## config.mk

```make
export PLATFORM = sky130hd
export DESIGN_NAME = tfr_ctrl
export DESIGN_NICKNAME = d
export VERILOG_FILES = /design/src/design/tfr_pkg.sv /design/src/design/tfr_ctrl.sv
export SDC_FILE = /design/constraint.sdc
export NUM_CORES = 1
export LEC_CHECK = 0
export BUFFER_PORTS_ARGS = -buffer_cell sky130_fd_sc_hd__buf_2
export CORE_AREA = 2 2 39 41
export CTS_CLUSTER_SIZE = 24
export DETAILED_ROUTE_END_ITERATION = 10
export DIE_AREA = 0 0 41 43
export MAX_ROUTING_LAYER = met4
export PLACE_DENSITY = 0.69
export SETUP_SLACK_MARGIN = 0.05
export SLEW_MARGIN = 20
export SYNTH_ARGS = -nofsm -noshare
export SYNTH_HDL_FRONTEND = slang
export SYNTH_SLANG_ARGS = --single-unit
```

## constraint.sdc

```tcl
create_clock -name clk -period 2 [get_ports clk]
set_clock_uncertainty 0.15 [all_clocks]
set_input_delay 0.4 -clock clk [delete_from_list [all_inputs] [get_ports clk]]
set_output_delay 0.4 -clock clk [all_outputs]
set_load 0.02 [all_outputs]
```

## src/design/tfr_pkg.sv

```systemverilog
// ----------------------------------------------------------------------------
// tfr_pkg: shared types and codes for the timestamped feature ring
// Operation, status and register index codes, plus the command and status
// bundles that pass between the controller and the datapath.
// ----------------------------------------------------------------------------
package tfr_pkg;

	localparam logic [2:0] OP_BEGIN = 3'd0;
	localparam logic [2:0] OP_WRITE = 3'd1;
	localparam logic [2:0] OP_ADD   = 3'd2;
	localparam logic [2:0] OP_FIND  = 3'd3;
	localparam logic [2:0] OP_TRUNC = 3'd4;
	localparam logic [2:0] OP_READ  = 3'd5;

	localparam logic [1:0] ST_OK   = 2'd0;
	localparam logic [1:0] ST_FULL = 2'd1;
	localparam logic [1:0] ST_NONE = 2'd2;
	localparam logic [1:0] ST_OOB  = 2'd3;

	localparam logic [1:0] REG_FEATURE_COUNT = 2'd0;
	localparam logic [1:0] REG_FEATURE_WORD  = 2'd1;
	localparam logic [1:0] REG_WINDOW        = 2'd2;

	typedef struct packed {
		logic clr_step;
		logic capture;
		logic begin_exec;
		logic feat_rd;
		logic feat_wr;
		logic res_oob;
		logic res_zero;
		logic walk_start;
		logic walk_rd;
		logic walk_step;
		logic walk_end;
		logic out_load;
	} cmd_t;

	typedef struct packed {
		logic [2:0] op;
		logic       clr_last;
		logic       feat_oob;
		logic       walk_at_head;
		logic       walk_stop;
	} sts_t;

endpackage

```

## src/design/tfr_ctrl.sv

```systemverilog
// ----------------------------------------------------------------------------
// tfr_ctrl: sequencer for the timestamped feature ring
// Runs the clearing pass after reset, then steps each transaction through
// decode, feature access or ring walk, and hands the result to the output.
// ----------------------------------------------------------------------------
module tfr_ctrl (
	input  logic          clk,
	input  logic          arst_n,
	input  logic          in_valid,
	output logic          in_stall,
	output logic          out_valid,
	input  logic          out_stall,
	input  tfr_pkg::sts_t sts,
	output tfr_pkg::cmd_t cmd
);
	import tfr_pkg::*;

	localparam logic [2:0] S_CLR  = 3'd0;
	localparam logic [2:0] S_IDLE = 3'd1;
	localparam logic [2:0] S_DEC  = 3'd2;
	localparam logic [2:0] S_FRD  = 3'd3;
	localparam logic [2:0] S_WCHK = 3'd4;
	localparam logic [2:0] S_WCMP = 3'd5;
	localparam logic [2:0] S_FIN  = 3'd6;

	logic [2:0] state_q;
	logic [2:0] state_d;
	logic       out_valid_q;

	assign in_stall  = (state_q != S_IDLE);
	assign out_valid = out_valid_q;

	always_comb begin
		state_d = state_q;
		cmd     = '0;
		unique case (state_q)
			S_CLR: begin
				cmd.clr_step = 1'b1;
				if (sts.clr_last) begin
					state_d = S_IDLE;
				end
			end
			S_IDLE: begin
				if (in_valid) begin
					cmd.capture = 1'b1;
					state_d     = S_DEC;
				end
			end
			S_DEC: begin
				unique case (sts.op) inside
					OP_BEGIN: begin
						cmd.begin_exec = 1'b1;
						state_d        = S_FIN;
					end
					OP_WRITE, OP_ADD, OP_READ: begin
						if (sts.feat_oob) begin
							cmd.res_oob = 1'b1;
							state_d     = S_FIN;
						end else begin
							cmd.feat_rd = 1'b1;
							state_d     = S_FRD;
						end
					end
					OP_FIND, OP_TRUNC: begin
						cmd.walk_start = 1'b1;
						state_d        = S_WCHK;
					end
					default: begin
						cmd.res_zero = 1'b1;
						state_d      = S_FIN;
					end
				endcase
			end
			S_FRD: begin
				cmd.feat_wr = 1'b1;
				state_d     = S_FIN;
			end
			S_WCHK: begin
				if (sts.walk_at_head) begin
					cmd.walk_end = 1'b1;
					state_d      = S_FIN;
				end else begin
					cmd.walk_rd = 1'b1;
					state_d     = S_WCMP;
				end
			end
			S_WCMP: begin
				if (sts.walk_stop) begin
					cmd.walk_end = 1'b1;
					state_d      = S_FIN;
				end else begin
					cmd.walk_step = 1'b1;
					state_d       = S_WCHK;
				end
			end
			S_FIN: begin
				if (!out_valid_q || !out_stall) begin
					cmd.out_load = 1'b1;
					state_d      = S_IDLE;
				end
			end
			default: begin
				state_d = S_IDLE;
			end
		endcase
	end

	always_ff @(posedge clk or negedge arst_n) begin
		if (!arst_n) begin
			state_q     <= S_CLR;
			out_valid_q <= 1'b0;
		end else begin
			state_q <= state_d;
			if (cmd.out_load) begin
				out_valid_q <= 1'b1;
			end else if (!out_stall) begin
				out_valid_q <= 1'b0;
			end
		end
	end

endmodule

```

==> results of run 1 <==
==> cell families (layout without fill, tap and decap cells) <==
| family | Yosys count | in the layout | synth area share (%) |
|---|---|---|---|
| simple gates | 30 | 30 | 42.9 |
| buf+inv | 8 | 35 | 9.87 |
| flops | 4 | 4 | 24.7 |
| compound gates | 12 | 12 | 20.1 |
| mux | 1 | 1 | 2.47 |
==> sequential cells by signal, indices dropped and copies added (netlist names) <==
signal	cells
out_valid	1
state_q	3
==> area by class of cell <==
type                            instances  area, um^2
Clock buffer                            3        22.5
Timing Repair Buffer                   28         166
Fill cell                             164         778
Tap cell                               16        20.0
Inverter                                4        15.0
Multi-Input combinational cell         43         282
Sequential cell                         4         100
==> synthesized netlist by cell type <==
cell / n / area [um^2]
nor2b_1: 1 / 6.26
inv_1: 4 / 15.0
a31oi_1: 1 / 6.26
nand2_1: 5 / 18.8
or3b_1: 1 / 8.76
nand4_1: 1 / 6.26
a21oi_1: 2 / 10.0
or3b_4: 1 / 11.3
nand3b_1: 2 / 15.0
a21oi_4: 1 / 16.3
and3b_1: 1 / 8.76
nor4_1: 1 / 6.26
nor3b_1: 4 / 30.0
a22o_1: 1 / 8.76
or3_1: 1 / 6.26
nor4b_1: 1 / 8.76
clkbuf_1: 1 / 3.75
dfrtp_1: 4 / 100
nor2_1: 7 / 26.3
nor3_1: 2 / 10.0
buf_2: 2 / 10.0
o211ai_1: 1 / 7.51
nand3_1: 1 / 5.00
buf_6: 1 / 11.3
o21ai_0: 5 / 25.0
o21bai_1: 1 / 7.51
and3_1: 1 / 6.26
mux2i_1: 1 / 10.0
==> worst max-delay path, cell delays in order, from the launching register on <==
cell     delay [ns]
dfrtp_1        0.40
or3b_4         0.45
nor4_2         0.13
buf_2          0.20
==> how the worst max path moves through the flow <==
stage,start,endpoint,slack (ns),cells after the start
finish,state_q[2],cmd[9],0.03,3
floorplan,state_q[0],cmd[10],0.15,4
detailed placement,sts[5],cmd[6],0.18,5
CTS,state_q[2],cmd[9],0.01,3
global placement,sts[5],cmd[8],0.19,5
global route,state_q[2],cmd[6],-0.04,3
==> routing by layer <==
metal,vias up,global-route usage (%)
met5,-,-
met4,0,6.00
met3,0,1.57
met2,17,22.2
met1,222,17.1
li1,248,-
==> power by group through the flow <==
stage / clock [uW] / sequential, uW / combinational, uW
3_3_place_gp: 0 / 161 / 534
4_1_cts: 107 / 166 / 547
3_5_place_dp: 0 / 167 / 541
6_report: 101 / 165 / 557
2_1_floorplan: 0 / 157 / 406
5_1_grt: 108 / 172 / 617
==> layout by cell type (no fill, tap or decap), types with 3 or more instances in the layout <==
cell type	netlist	layout
clkbuf_4	0	3
buf_2	2	20
o21ai_0	5	5
nor2_1	7	7
nand2_1	5	5
dfrtp_1	4	4
inv_1	4	3
buf_4	0	6
==> repair_timing <==
| action | CTS | global route |
|---|---|---|
| hold buffers | 1 | 0 |
| gates resized for setup | 1 | 6 |
| endpoints found under the hold margin | 4 | 0 |
| endpoints found under the setup margin | 2 | 6 |
| gates cloned | 0 | 0 |
==> per-stage QoR <==
step	utilization (%)	setup WS (ns)	power, uW	cell area [um^2]	setup TNS (ns)
finish	43.8	0.0278	823	606	0
global route	43.8	-0.0389	898	606	-0.0686
detailed placement	40.1	0.176	708	554	0
floorplan	-	0.153	562	417	0
CTS	42.6	0.0126	820	589	0
global placement	40.1	0.191	696	554	0
==> results.toml, run 1 <==
[synth]
synth_area_um2 = 405
ys_ff_latch = 4
ys_warn_count = 0
synth_area_per_cell_um2 = 7.37
synth_cells = 55
synth_cell_types = 28
yosysSeqAreaShare_pct = 24.7
synthesis.nets = 66

[finish]
drive_gt1_share_pct = 43.9
nets = 95
insertedDiodeCount = 0
synthToLayoutAreaGrowth_pct = 49.4
final_cells = 98

[detailed_routing]
drtIter0Drc = 10
met1_length_um = 477
post_drt_wl_per_cell_um = 10.9
drc = 0
wl_met3_um = 58
vias = 487
met2WireLength_um = 532
highest_layer = "met3"
wl_um = 1070
viasPerCell = 4.97
antenna_left = 0
first_pass_iters = 4

[cts]
htree_levels = 1
clkSlewWorstSetupHoldPaths_ns = 0.04
clk_path_buf_depth = 2
clk_latency_ns = 0.24
post_cts_buffers = 0
cts-root-buf = "clkbuf_4"
cts_tree = "built"
cts_buffers = 3
clock-sinks = 4

[floorplanning]
start_util_pct = 29.3
ios = 25
die_h_um = 43
die_width_um = 41
std_cell_rows = 14
core_mm2 = 0.00138
fp.dieArea_mm2 = 0.00176

[worst_setup_path]
critical_path_class = "register to output port"
reg2regPathDepth = 4
cp-end-kind = "output port"
cp.arrival_ns = 1.42
timing.rr.start = "state_q[2]"
rr_endpoint = "state_q[0]"
path_max_fanout = 4
cp_data_required_time_ns = 1.45
crit_path_start_kind = "register"
rrSetupSlack_ns = 0.54

[placed_design]
routabilityCongestion = 0.741
portBuffers = 24
placed_cells = 94
dp_hpwl_um = 833

[timing]
setup_viol = 0
rsz0062_at_grt = "true"
timing.final.crit_share_pct = 98.6
holdWs_ns = 0.311
drv_slew = 0
tightest_slew_ns = 0.291
fmax_mhz = 507
max_slew_margin_pct = 80.4
final.min_clock_period_ns = 1.97
hold_viol = 0

[min_path]
hp-start = "out_stall"
hold_class = "input port to register"
hold_path_end = "out_valid"
hold_path_depth = 3

[power]
clock_power_share_pct = 12.3
p_per_area_mw_per_mm2 = 1360
vdd_ir_drop_max_mv = 0.429
comb_power_share_pct = 67.6
seq_power_share_pct = 20.1
leakage_uw = 0.000298
p_switching_uw = 402
switching_share_pct = 48.8
p_int_uw = 421

[global_routing]
grt_max_degree = 15
grt_pass1_wl_um = 1670
grt_use_total_pct = 14.0
antenna_found_initial = 0
first_global_vias = 431
gr-total-overflow = 0

[flow_run]
drv_cap = 0

[status]
status = "finished, final reports clean"
Power figures use the tool's default switching activity.
==> inputs of run 2 (changes only) <==
--- a/config.mk
+++ b/config.mk
@@ -5,13 +5,14 @@
 export SDC_FILE = /design/constraint.sdc
 export NUM_CORES = 1
 export LEC_CHECK = 0
+export ABC_AREA = 1
 export BUFFER_PORTS_ARGS = -buffer_cell sky130_fd_sc_hd__buf_2
 export CORE_AREA = 2 2 39 41
 export CTS_CLUSTER_SIZE = 24
 export DETAILED_ROUTE_END_ITERATION = 10
 export DIE_AREA = 0 0 41 43
 export MAX_ROUTING_LAYER = met4
-export PLACE_DENSITY = 0.69
+export PLACE_DENSITY = 0.66
 export SETUP_SLACK_MARGIN = 0.05
 export SLEW_MARGIN = 20
 export SYNTH_ARGS = -nofsm -noshare
==> results.toml, run 2 <==
[timing]
tightest_slew_ns = 0.250
timing.final.crit_share_pct = 93.2
max_slew_margin_pct = 83.4
fmax_mhz = 536
fin_tns_setup_ns = 0
fin_ws_ns = 0.135
drv_slew = 0
rsz0062_at_grt = "false"
hold_viol = 0
holdWs_ns = 0.284
final.min_clock_period_ns = 1.86
setup_viol = 0

[cts]
cts-root-buf = "clkbuf_4"
clock-sinks = 4
cts_tree = "built"
clkSlewWorstSetupHoldPaths_ns = 0.04
htree_levels = 1
cts_buffers = 3
clk_path_buf_depth = 2
clk_latency_ns = 0.23

[detailed_routing]
first_pass_iters = 4
drc = 0
wl_um = 949
drtIter0Drc = 9
post_drt_wl_per_cell_um = 8.71
antenna_left = 0
viasPerCell = 4.39
vias = 478

[synth]
synth_area_um2 = 367
async_flop_share_pct = 100
synth_area_per_cell_um2 = 5.64
synthesis.nets = 76
ys_warn_count = 0
yosysSeqAreaShare_pct = 27.3
synth_cell_types = 15
synth_top_area_cell = "dfrtp_1"
synth_top_area_share_pct = 27.3
synth_edf_count = 0
synth_cells = 65
ys_ff_latch = 4
synthTopCellsByArea = "dfrtp_1 (27%), nand2_1 (17%), nor2_1 (14%)"
yosysMostFrequentCell = "nand2_1"
synth_common_cells = "nand2_1 (17), nor2_1 (14), inv_1 (9), nand3_1 (7)"
ys.flop_type = "dfrtp_1"

[worst_setup_path]
rrSetupSlack_ns = 0.61
reg2regPathDepth = 7
cp_data_required_time_ns = 1.45
cp-end-kind = "output port"
critical_path_class = "register to output port"
path_max_fanout = 6
cp.arrival_ns = 1.31
crit_path_start_kind = "register"

[power]
p_per_area_mw_per_mm2 = 1280
vdd_ir_drop_max_mv = 0.468
leakage_uw = 0.000347

[finish]
insertedDiodeCount = 0
nets = 106
largest_reg_flops = 3
multi_input_area_um2 = 224
mostFrequentLayoutCells = "buf_2 (24), nand2_1 (17), nor2_1 (14)"
final_util_pct = 39.5
synthToLayoutAreaGrowth_pct = 49.1
drive_gt1_share_pct = 37.6
final_common_cell = "buf_2"
regArea_um2 = 101
final_cell_area_um2 = 547
nFillCells = 159
largest-register = "state_q"

[placed_design]
placed_cell_area_um2 = 507
dp_slack_ns = 0.346
routabilityCongestion = 0.867
portBuffers = 24
dp_hpwl_um = 782

[global_routing]
first_global_vias = 420
gr-total-overflow = 0
grt_pass1_wl_um = 1490
antenna_found_initial = 0
grt_max_degree = 7
grt_use_total_pct = 12.8

[min_path]
hold_path_depth = 3
hold_class = "input port to register"

[floorplanning]
die_h_um = 43
std_cell_rows = 14
start_util_pct = 26.5
fp.dieArea_mm2 = 0.00176
die_width_um = 41
core_mm2 = 0.00138
ios = 25

[flow_run]
drv_cap = 0

[status]
status = "finished, final reports clean"
run 2: cell types whose count changed after synthesis, moves of 2 or more:
cell      before  now
nor3b_1        4    0
nand2_1        5   17
o21ai_0        5    1
inv_2          0    4
nor2_1         7   14
inv_1          4    9
nand3_1        1    7
nand3b_1       2    0
buf_2          2    0
run 2: metal layers:
layer  track usage (%)  vias to the layer above  routed length [um]
met3                 0                        0                  47
li1                  -                      258                   -
met5                 -                        -                   0
met1              14.1                      208                 377
met2              19.7                       12                 524
met4              12.0                        0                   0
run 2: cell type report:
class / count / area share (%)
Inverter: 13 / 8.92
Timing Repair Buffer: 25 / 23.8
Tap cell: 16 / 3.66
Clock buffer: 3 / 4.12
Multi-Input combinational cell: 48 / 41.0
Sequential cell: 4 / 18.5
run 2: report_power, final:
group	internal (uW)	switching [uW]
clock network	67.0	30.9
registers	121	57.6
logic	150	277
run 2: path summary, 6_finish.rpt:
| path | end | start |
|---|---|---|
| min | out_valid | out_stall |
| max in group asynchronous | state_q[2] | arst_n |
| min reg2reg | out_valid | out_valid |
| max reg2reg | state_q[1] | state_q[0] |
| min in group asynchronous | state_q[0] | arst_n |
| max | cmd[9] | state_q[0] |
run 2: through the flow:
stage	power, uW	cells
detailed placement	592	105
global placement	590	105
floorplan	471	65
global route	777	109
CTS	698	109
finish	703	109
run 2: logic make-up (layout without fill, tap and decap cells):
group / after synthesis / in the layout / synth area share, %
buffers and inverters: 13 / 41 / 13.3
DFF: 4 / 4 / 27.3
and+or+nand+nor: 45 / 45 / 53.6
AOI/OAI and AO/OA: 3 / 3 / 5.80
run 2: timing repair:
action | in CTS | in global routing
setup buffers | 0 | 0
hold endpoints to repair | 4 | 0
setup endpoints to repair | 0 | 2
hold buffers | 1 | 0
gates resized for setup | 0 | 2
run 2: critical path: stages, from the launching register on:
cell and delay (ns):
dfrtp_1 0.45, nor3_4 0.23, inv_2 0.09, nor3_1 0.12
buf_2 0.18
